--- src/rtl/bmpp_pkg.sv ---
// shared types and constants for the bmp row pixel packer
package bmpp_pkg;

  localparam int unsigned MAX_WIDTH_DEFAULT = 4096;

  localparam int unsigned PIX_W      = 24;
  localparam int unsigned DEPTH_W    = 3;
  localparam int unsigned ROW_W      = 13;
  localparam int unsigned CFG_IDX_W  = 1;
  localparam int unsigned CFG_DATA_W = 13;

  // register indexes
  localparam logic [CFG_IDX_W-1:0] REG_PIXEL_DEPTH = 1'b0;
  localparam logic [CFG_IDX_W-1:0] REG_ROW_WIDTH   = 1'b1;

  // depth codes as written to the depth register
  localparam logic [DEPTH_W-1:0] DEPTH_CODE_1  = 3'd0;
  localparam logic [DEPTH_W-1:0] DEPTH_CODE_2  = 3'd1;
  localparam logic [DEPTH_W-1:0] DEPTH_CODE_4  = 3'd2;
  localparam logic [DEPTH_W-1:0] DEPTH_CODE_8  = 3'd3;
  localparam logic [DEPTH_W-1:0] DEPTH_CODE_24 = 3'd4;

  localparam logic [DEPTH_W-1:0] DEPTH_RESET = DEPTH_CODE_8;
  localparam logic [ROW_W-1:0]   ROW_RESET   = 13'd1;

  typedef enum logic [2:0] {
    BPP_1,
    BPP_2,
    BPP_4,
    BPP_8,
    BPP_24
  } bpp_t;

endpackage

--- src/rtl/bmpp_pix_if.sv ---
// pixel input channel
interface bmpp_pix_if;
  logic                         valid;
  logic                         ready;
  logic [bmpp_pkg::PIX_W-1:0]   pixel_value;

  modport source (output valid, output pixel_value, input ready);
  modport sink   (input valid, input pixel_value, output ready);
endinterface

--- src/rtl/bmpp_byte_if.sv ---
// packed byte output channel
interface bmpp_byte_if;
  logic       valid;
  logic       ready;
  logic [7:0] out_byte;
  logic       run_end;
  logic       row_end;

  modport source (output valid, output out_byte, output run_end, output row_end, input ready);
  modport sink   (input valid, input out_byte, input run_end, input row_end, output ready);
endinterface

--- src/rtl/bmpp_cfg_if.sv ---
// configuration write channel
interface bmpp_cfg_if;
  logic                              valid;
  logic                              ready;
  logic [bmpp_pkg::CFG_IDX_W-1:0]    index;
  logic [bmpp_pkg::CFG_DATA_W-1:0]   data;

  modport source (output valid, output index, output data, input ready);
  modport sink   (input valid, input index, input data, output ready);
endinterface

--- src/rtl/bmp_row_pixel_packer.sv ---
// top level: packs raster pixels into padded bmp row bytes
//
// usage
//   pix_in   : one pixel per request, 24-bit value (rgb or palette index)
//   byte_out : one packed row byte per request, with run_end on the last
//              byte a pixel causes and row_end on the last byte of a row
//   cfg      : register writes (0 = pixel depth, 1 = row width), always ready;
//              any write restarts the row, write only while the block is idle
// path
//   the bytes of a pixel pass through the burst register, then the output register
// throughput
//   one byte per cycle from a single burst register while byte_out.ready is high;
//   a pixel occupies it until all the bytes it causes have gone out: 3 at 24 bits,
//   1 at 8 bits, 0 or 1 for sub-byte pixels, plus up to 3 pad bytes at the end of a row
//   a pixel causing no byte never occupies the burst register
// reset
//   depth 8 bits, row width 1, row state cleared, both channels empty
// stall
//   the output register holds while byte_out.ready is low; the burst and
//   then pix_in.ready back up behind it, no byte is dropped
module bmp_row_pixel_packer #(
  parameter int unsigned MAX_WIDTH = bmpp_pkg::MAX_WIDTH_DEFAULT
) (
  input  logic              clk,
  input  logic              rst,
  bmpp_pix_if.sink          pix_in,
  bmpp_byte_if.source       byte_out,
  bmpp_cfg_if.sink          cfg
);

  // column counter only ever holds 0 .. MAX_WIDTH-1
  localparam int unsigned CNT_W = (MAX_WIDTH > 1) ? $clog2(MAX_WIDTH) : 1;
  // compare width covers both the row width register and MAX_WIDTH
  localparam int unsigned MAXW_W = $clog2(MAX_WIDTH + 1);
  localparam int unsigned CMP_W  =
    ((MAXW_W > bmpp_pkg::ROW_W) ? MAXW_W : bmpp_pkg::ROW_W) + 1;

  // configuration
  logic [bmpp_pkg::DEPTH_W-1:0] pixel_depth;
  logic [bmpp_pkg::ROW_W-1:0]   row_width;

  // row state
  logic [7:0]       partial_byte;
  logic [2:0]       pixels_in_byte;
  logic [CNT_W-1:0] column_count;
  logic [1:0]       row_byte_phase;

  // burst register: bytes of one pixel waiting to go out
  logic             burst_valid;
  logic [7:0]       burst_data [3];
  logic [1:0]       burst_nd;
  logic [2:0]       burst_n;
  logic [2:0]       burst_idx;
  logic             burst_row;

  // output register
  logic             out_valid;
  logic [7:0]       out_byte;
  logic             out_run;
  logic             out_row;

  // combinational per-pixel work
  bmpp_pkg::bpp_t   bpp;
  logic [2:0]       last_slot;
  logic [2:0]       pib_eff;
  logic [7:0]       vsh;
  logic [7:0]       pb_new;
  logic             full;
  logic [2:0]       pib_after;
  logic [7:0]       pb_after;
  logic [CMP_W-1:0] width_eff;
  logic [CMP_W-1:0] col_inc;
  logic             row_done;
  logic [CNT_W-1:0] col_next;
  logic [1:0]       nd;
  logic [7:0]       data_next [3];
  logic [1:0]       phase_d;
  logic [1:0]       npad;
  logic [2:0]       n_total;
  logic [1:0]       phase_next;

  logic             in_acc;
  logic             cfg_acc;
  logic             out_free;
  logic             burst_move;
  logic             burst_last;
  logic [7:0]       burst_byte;

  // handshakes
  assign out_free   = !out_valid || byte_out.ready;
  assign burst_move = burst_valid && out_free;
  assign burst_last = (burst_idx == (burst_n - 3'd1));
  assign pix_in.ready = !burst_valid || (burst_move && burst_last);
  assign in_acc     = pix_in.valid && pix_in.ready;
  assign cfg.ready  = 1'b1;
  assign cfg_acc    = cfg.valid;

  assign byte_out.valid    = out_valid;
  assign byte_out.out_byte = out_byte;
  assign byte_out.run_end  = out_run;
  assign byte_out.row_end  = out_row;

  // depth decode, undefined codes act as 8 bits
  always_comb begin
    case (pixel_depth)
      bmpp_pkg::DEPTH_CODE_1:  bpp = bmpp_pkg::BPP_1;
      bmpp_pkg::DEPTH_CODE_2:  bpp = bmpp_pkg::BPP_2;
      bmpp_pkg::DEPTH_CODE_4:  bpp = bmpp_pkg::BPP_4;
      bmpp_pkg::DEPTH_CODE_24: bpp = bmpp_pkg::BPP_24;
      default:                 bpp = bmpp_pkg::BPP_8;
    endcase
  end

  // sub-byte packing, high bits first
  always_comb begin
    case (bpp)
      bmpp_pkg::BPP_1: last_slot = 3'd7;
      bmpp_pkg::BPP_2: last_slot = 3'd3;
      default:         last_slot = 3'd1;
    endcase
    pib_eff = (pixels_in_byte > last_slot) ? 3'd0 : pixels_in_byte;
    case (bpp)
      bmpp_pkg::BPP_1: vsh = (pix_in.pixel_value != '0) ? (8'h80 >> pib_eff) : 8'h00;
      bmpp_pkg::BPP_2: vsh = {pix_in.pixel_value[1:0], 6'b0} >> {pib_eff[1:0], 1'b0};
      default:         vsh = {pix_in.pixel_value[3:0], 4'b0} >> {pib_eff[0], 2'b0};
    endcase
    pb_new    = partial_byte | vsh;
    full      = (pib_eff == last_slot);
    pib_after = full ? 3'd0 : (pib_eff + 3'd1);
    pb_after  = full ? 8'h00 : pb_new;
  end

  // row position, width clamped to 1 .. MAX_WIDTH
  always_comb begin
    if (row_width == '0) begin
      width_eff = CMP_W'(1);
    end else if (CMP_W'(row_width) > CMP_W'(MAX_WIDTH)) begin
      width_eff = CMP_W'(MAX_WIDTH);
    end else begin
      width_eff = CMP_W'(row_width);
    end
    col_inc  = CMP_W'(column_count) + CMP_W'(1);
    row_done = (col_inc >= width_eff);
    col_next = row_done ? '0 : CNT_W'(col_inc);
  end

  // bytes this pixel causes, then row padding
  always_comb begin
    data_next[0] = pb_new;
    data_next[1] = 8'h00;
    data_next[2] = 8'h00;
    nd           = 2'd0;
    case (bpp)
      bmpp_pkg::BPP_24: begin
        data_next[0] = pix_in.pixel_value[7:0];
        data_next[1] = pix_in.pixel_value[15:8];
        data_next[2] = pix_in.pixel_value[23:16];
        nd           = 2'd3;
      end
      bmpp_pkg::BPP_8: begin
        data_next[0] = pix_in.pixel_value[7:0];
        nd           = 2'd1;
      end
      default: begin
        // a full byte or a flushed partial byte at row end
        nd = (full || (row_done && (pib_after != 3'd0))) ? 2'd1 : 2'd0;
      end
    endcase
    phase_d    = row_byte_phase + nd;
    npad       = row_done ? (2'd0 - phase_d) : 2'd0;
    n_total    = {1'b0, nd} + {1'b0, npad};
    phase_next = row_done ? 2'd0 : phase_d;
  end

  assign burst_byte = ({1'b0, burst_nd} > burst_idx) ? burst_data[burst_idx[1:0]] : 8'h00;

  // configuration and row state
  always_ff @(posedge clk) begin
    if (rst) begin
      pixel_depth    <= bmpp_pkg::DEPTH_RESET;
      row_width      <= bmpp_pkg::ROW_RESET;
      partial_byte   <= 8'h00;
      pixels_in_byte <= 3'd0;
      column_count   <= '0;
      row_byte_phase <= 2'd0;
    end else if (cfg_acc) begin
      if (cfg.index == bmpp_pkg::REG_PIXEL_DEPTH) begin
        pixel_depth <= cfg.data[bmpp_pkg::DEPTH_W-1:0];
      end
      if (cfg.index == bmpp_pkg::REG_ROW_WIDTH) begin
        row_width <= cfg.data[bmpp_pkg::ROW_W-1:0];
      end
      partial_byte   <= 8'h00;
      pixels_in_byte <= 3'd0;
      column_count   <= '0;
      row_byte_phase <= 2'd0;
    end else if (in_acc) begin
      if ((bpp == bmpp_pkg::BPP_8) || (bpp == bmpp_pkg::BPP_24) || row_done) begin
        partial_byte   <= 8'h00;
        pixels_in_byte <= 3'd0;
      end else begin
        partial_byte   <= pb_after;
        pixels_in_byte <= pib_after;
      end
      column_count   <= col_next;
      row_byte_phase <= phase_next;
    end
  end

  // burst register, a new pixel only lands once the old burst is leaving
  always_ff @(posedge clk) begin
    if (rst) begin
      burst_valid <= 1'b0;
      burst_idx   <= 3'd0;
    end else if (in_acc && (n_total != 3'd0)) begin
      burst_valid <= 1'b1;
      burst_idx   <= 3'd0;
    end else if (burst_move) begin
      burst_idx <= burst_idx + 3'd1;
      if (burst_last) begin
        burst_valid <= 1'b0;
      end
    end
  end

  always_ff @(posedge clk) begin
    if (in_acc) begin
      burst_data <= data_next;
      burst_nd   <= nd;
      burst_n    <= n_total;
      burst_row  <= row_done;
    end
  end

  // output register
  always_ff @(posedge clk) begin
    if (rst) begin
      out_valid <= 1'b0;
    end else if (out_free) begin
      out_valid <= burst_valid;
    end
  end

  always_ff @(posedge clk) begin
    if (burst_move) begin
      out_byte <= burst_byte;
      out_run  <= burst_last;
      out_row  <= burst_last && burst_row;
    end
  end

  // checks
  a_burst_idx_in_range: assert property (@(posedge clk) disable iff (rst)
    burst_valid |-> ((burst_n != 3'd0) && (burst_idx < burst_n)))
    else $error("burst index beyond burst length");

  a_row_end_is_run_end: assert property (@(posedge clk) disable iff (rst)
    (out_valid && out_row) |-> out_run)
    else $error("row end byte not marked as last of its pixel");

  a_accept_only_when_drained: assert property (@(posedge clk) disable iff (rst)
    in_acc |-> (!burst_valid || (burst_move && burst_last)))
    else $error("pixel taken while burst still busy");

  a_row_padded: assert property (@(posedge clk) disable iff (rst)
    (in_acc && !cfg_acc && row_done) |=> (row_byte_phase == 2'd0))
    else $error("row not padded to four bytes");

endmodule

--- src/flat_wrapper.sv ---
// flat-port wrapper written by rule: the top's interface ports become plain ports
module bmp_row_pixel_packer_flat 
#(
  parameter int unsigned MAX_WIDTH = bmpp_pkg::MAX_WIDTH_DEFAULT
)
  (clk, rst, pix_in_valid, pix_in_pixel_value, pix_in_ready, byte_out_valid, byte_out_out_byte, byte_out_run_end, byte_out_row_end, byte_out_ready, cfg_valid, cfg_index, cfg_data, cfg_ready);
  bmpp_pix_if pix_in_i ();
  bmpp_byte_if byte_out_i ();
  bmpp_cfg_if cfg_i ();
  input  logic clk;
  input  logic rst;
  input wire logic [$bits(pix_in_i.valid)-1:0] pix_in_valid;
  input wire logic [$bits(pix_in_i.pixel_value)-1:0] pix_in_pixel_value;
  output wire logic [$bits(pix_in_i.ready)-1:0] pix_in_ready;
  output wire logic [$bits(byte_out_i.valid)-1:0] byte_out_valid;
  output wire logic [$bits(byte_out_i.out_byte)-1:0] byte_out_out_byte;
  output wire logic [$bits(byte_out_i.run_end)-1:0] byte_out_run_end;
  output wire logic [$bits(byte_out_i.row_end)-1:0] byte_out_row_end;
  input wire logic [$bits(byte_out_i.ready)-1:0] byte_out_ready;
  input wire logic [$bits(cfg_i.valid)-1:0] cfg_valid;
  input wire logic [$bits(cfg_i.index)-1:0] cfg_index;
  input wire logic [$bits(cfg_i.data)-1:0] cfg_data;
  output wire logic [$bits(cfg_i.ready)-1:0] cfg_ready;
  assign pix_in_i.valid = pix_in_valid;
  assign pix_in_i.pixel_value = pix_in_pixel_value;
  assign pix_in_ready = pix_in_i.ready;
  assign byte_out_valid = byte_out_i.valid;
  assign byte_out_out_byte = byte_out_i.out_byte;
  assign byte_out_run_end = byte_out_i.run_end;
  assign byte_out_row_end = byte_out_i.row_end;
  assign byte_out_i.ready = byte_out_ready;
  assign cfg_i.valid = cfg_valid;
  assign cfg_i.index = cfg_index;
  assign cfg_i.data = cfg_data;
  assign cfg_ready = cfg_i.ready;
  bmp_row_pixel_packer #(.MAX_WIDTH(MAX_WIDTH)) u_core (.clk(clk), .rst(rst), .pix_in(pix_in_i), .byte_out(byte_out_i), .cfg(cfg_i));
endmodule
--- config.mk ---
export PLATFORM = sky130hd
export DESIGN_NAME = bmp_row_pixel_packer_flat
export DESIGN_NICKNAME = d
export VERILOG_FILES = /design/src/rtl/bmpp_pkg.sv /design/src/rtl/bmpp_pix_if.sv /design/src/rtl/bmpp_byte_if.sv /design/src/rtl/bmpp_cfg_if.sv /design/src/rtl/bmp_row_pixel_packer.sv /design/src/flat_wrapper.sv
export SDC_FILE = /design/constraint.sdc
export NUM_CORES = 1
export LEC_CHECK = 0
export BUFFER_PORTS_ARGS = -buffer_cell sky130_fd_sc_hd__buf_2
export CAP_MARGIN = 15
export CELL_PAD_IN_SITES_DETAIL_PLACEMENT = 1
export CELL_PAD_IN_SITES_GLOBAL_PLACEMENT = 1
export CORE_MARGIN = 2
export CORE_UTILIZATION = 44
export CTS_BUF_LIST = sky130_fd_sc_hd__clkbuf_16
export DETAILED_ROUTE_END_ITERATION = 6
export MAX_ROUTING_LAYER = met4
export PLACE_DENSITY_LB_ADDON = 0.3
export SYNTH_ARGS = -nofsm -noshare
export SYNTH_HDL_FRONTEND = slang
export SYNTH_SLANG_ARGS = --single-unit
--- constraint.sdc ---
create_clock -name clk -period 10.81 [get_ports clk]
set_input_delay 2.162 -clock clk [delete_from_list [all_inputs] [get_ports clk]]
set_output_delay 2.162 -clock clk [all_outputs]
set_load 0.02 [all_outputs]
==> impl_results.md <==
* CP startpoint kind: primary input
* Die extent in x at ~110 um
* Io pins at between 50 and 60
* Share of cells above drive strength 1 at 14.86%
* Final Slew Violations at 0
* Initial DRC Count at ~190
* Die H at 106.6 um
* Clock sink total at 86
* Worst reg2reg setup slack at 5.72 ns
* Hold path cells at 2
* Drt via density at 5.662
* Nets at between 600 and 700
* Setup tns final at 0 ns
* Max cap viols at 0
* Most area-consuming cells after synthesis: edfxtp_1 26%, dfxtp_1 20%, ha_1 7.0%, nand2_1 6.0%, a21oi_1 5.3%
* DRC at 0
* Hold EP: u_core.partial_byte[7]$_SDFFE_PP0P_
* Req. time, crit path at between 8 and 9 ns
* YS warnings at 0
* Ys flop type: dfxtp_1
* FF-to-FF path depth at 19
* Initial antenna violation count at 0
* # H-tree levels at 3
* Syn nets at 569
* Maximum vdd drop at 0.00006950 V
* Yosys reg bits at 86
* Hold Crit Class: register to register
* Starting density of the core at 45.05%
* CTS tree: built
* Slew @ Worst Pin at 0.9528 ns
* RSZ-0062 raised after global routing: false
* Synth Area in Compound Gates at 16.05%
* Placed instance area at roughly 5000 um^2
* Leak Pwr at roughly 2.1 nW
* Crit path from: byte_out_ready
* Post-synth cell types at 59
* Tmin final at 5.204 ns
* Crit Path Class: primary input to output pin
* Clk slew on worst S/H paths at ~0.06 ns
* Largest net degree at the start of global routing at 49
* Post-synthesis xor/xnor area fraction at under 10%
* F_max at 192.1 MHz
* Antenna-violating nets left at 0
* Worst hold start: u_core.partial_byte[7]$_SDFFE_PP0P_
* DP HPWL at ~8900 um
* Finish-stage setup viols at 0
* Avg WL per Cell at 17.58 um
* Post-cts sizing count at 0
* Crit Reg-Reg Startpoint: u_core.column_count[0]$_SDFFE_PP0P_
* Area Growth Syn to Fin at 13.05%
* Syn Inst Count at 499
* Post-route clock period utilization at ~48%
* R2R Path End: u_core.burst_idx[1]$_SDFFE_PP0P_
* Vias in the first global route at 3966
* Drt first pass iters at 4
* Row Count at 37
* Adder-Cell Fraction of Synth Area at 7.459%
* Bufs on Longest Clock Path at 2
* Global-route usage over all layers at 22.89%
* Core Area at 10280 um^2
* Setup Skew at 0.004697 ns
* Grt ovf at 0
* Synth top area share at around 26%
* Mux cell area share after synthesis at 2.189%
* Clock Root Buffer: clkbuf_16
* Post-synth EDFFs at 40
* Setup crit end kind: output pin
* Leading area contributor after synthesis: edfxtp_1
* Antenna cell count at 0
* # hold bufs at CTS at 0
* Latest clock arrival within the worst-skew pair at 0.34 ns
* CTS buffer count at 9
* Vias after detailed routing at roughly 3900
* Largest family of logic cells by synthesized area: simple AND/OR/NAND/NOR gates
* Post-Synth Simple-Gate Area at between 20% and 30%
* Fill cells at 1207
* Outcome: completed
* Synth Cell Area at 4629 um^2
* Post-Syn Area per Cell at 9.277 um^2
* Power per cell area at 161.4 nW/um^2
* Asr flop ratio synth at 0%
* Data arrival, critical path at 3.04 ns
* Routability cong. at 0.9080
* Die area at about 11000 um^2
* Sequential-to-total area share from yosys stat at a little under half
* Final Hold Vio Count at 0
* Slew Limit Headroom at 36.48%
* Setup bufs post-CTS at 0
* Post-layout instance area at 5234 um^2
* Crit-path max FO at 3
* First-pass GRT wire length at 19870 um
* IO Port Bufs at 54
* Pwr Total at 844.6 uW
* Post-Route WL at 11970 um
[per-layer routing]
layer	global-route usage, %	share of wire [%]	vias up	wire, um
li1	-	-	1888	-
met1	26.99	44	1891	5234
met2	39.85	52	60	6170
met3	3.769	3.0	17	357
met4	7.699	1.7	0	208
met5	-	0	-	0
[cells in the mapped netlist (3+ instances only)]
library cell,number
a31oi_1,9
and2_1,6
o22ai_1,6
and3_1,22
a21oi_1,49
mux2i_1,9
nand3_1,17
xnor2_1,12
nand2b_1,3
xor2_1,6
o41ai_1,5
a211o_1,4
edfxtp_1,40
ha_1,26
a21o_1,4
nand2_1,74
a211oi_1,6
nor3_1,3
clkbuf_1,20
o21ai_0,14
nor2_1,36
or3_1,8
and4_1,3
inv_1,16
dfxtp_1,46
nand4_1,3
nor2b_1,6
nor4_1,9
[worst max-delay path: stages]
cell	delay (ns)
buf_2	0.08
nor2b_1	0.07
o41ai_4	0.49
buf_2	0.24
[stage by stage]
stage / setup WS [ns] / std cells / utilization (%) / hold WS, ns
after floorplan: 5.843 / 499 / - / 0.4362
after global placement: 5.667 / 665 / 48.39 / 0.4473
after detailed placement: 5.603 / 665 / 48.39 / 0.4638
after CTS: 5.601 / 681 / 50.93 / 0.4726
after global routing: 5.370 / 681 / 50.93 / 0.4953
final: 5.606 / 681 / 50.93 / 0.4717
[registers in the layout, indices dropped and copies added (netlist names), 2 cells and up]
register and flops:
u_core.partial_byte 8, u_core.column_count 12, u_core.burst_nd 2, u_core.pixels_in_byte 3
u_core.burst_idx 3, u_core.row_width 13, u_core.byte_out.out_byte 8, u_core.row_byte_phase 2
u_core.burst_n 3, u_core.burst_data 24, u_core.pixel_depth 3
[area by class of cell]
type	instances	area [um^2]	area share [%]
Clock buffer	9	225.2	4.303
Clock inverter	7	35.03	0.6694
Inverter	19	76.32	1.458
Multi-Input combinational cell	369	2327	44.47
Sequential cell	86	2122	40.55
Tap cell	136	170.2	3.251
Timing Repair Buffer	55	277.8	5.307
[power by group]
part	internal, mW	switching [mW]
registers	0.381	0.0174
logic	0.0576	0.113
clock network	0.152	0.123
total	0.591	0.253
[how the worst max path moves through the flow]
stage	to	slack [ns]	cells past startpoint
after CTS	pix_in_ready	5.60	4
after global placement	pix_in_ready	5.67	4
after detailed placement	pix_in_ready	5.60	4
final	pix_in_ready	5.61	4
after global routing	u_core.burst_idx[0]$_SDFFE_PP0P_	5.37	19
after floorplan	pix_in_ready	5.84	2
[cells by family after synthesis]
logic type                 count (synthesis)
muxes                                     10
other                                      1
xor gates and xnor gates                  19
and+or+nand+nor                          197
DFF                                       86
buffers and inverters                     44
adders and majority gates                 27
AOI/OAI and AO/OA                        115
[layout by cell type, fill, tap and decap left out, types with 9 or more instances in the layout]
| cell type | Yosys | routed |
|---|---|---|
| clkbuf_16 | 0 | 9 |
| ha_1 | 26 | 26 |
| inv_1 | 16 | 19 |
| nor4_1 | 9 | 9 |
| edfxtp_1 | 40 | 40 |
| buf_2 | 2 | 54 |
| nand3_1 | 17 | 17 |
| nand2_1 | 74 | 74 |
| a21oi_1 | 49 | 49 |
| and3_1 | 22 | 22 |
| o21ai_0 | 14 | 14 |
| nor2_1 | 36 | 36 |
| mux2i_1 | 9 | 9 |
| dfxtp_1 | 46 | 46 |
| a31oi_1 | 9 | 9 |
| xnor2_1 | 12 | 12 |
(Power assumes the default switching activity.)
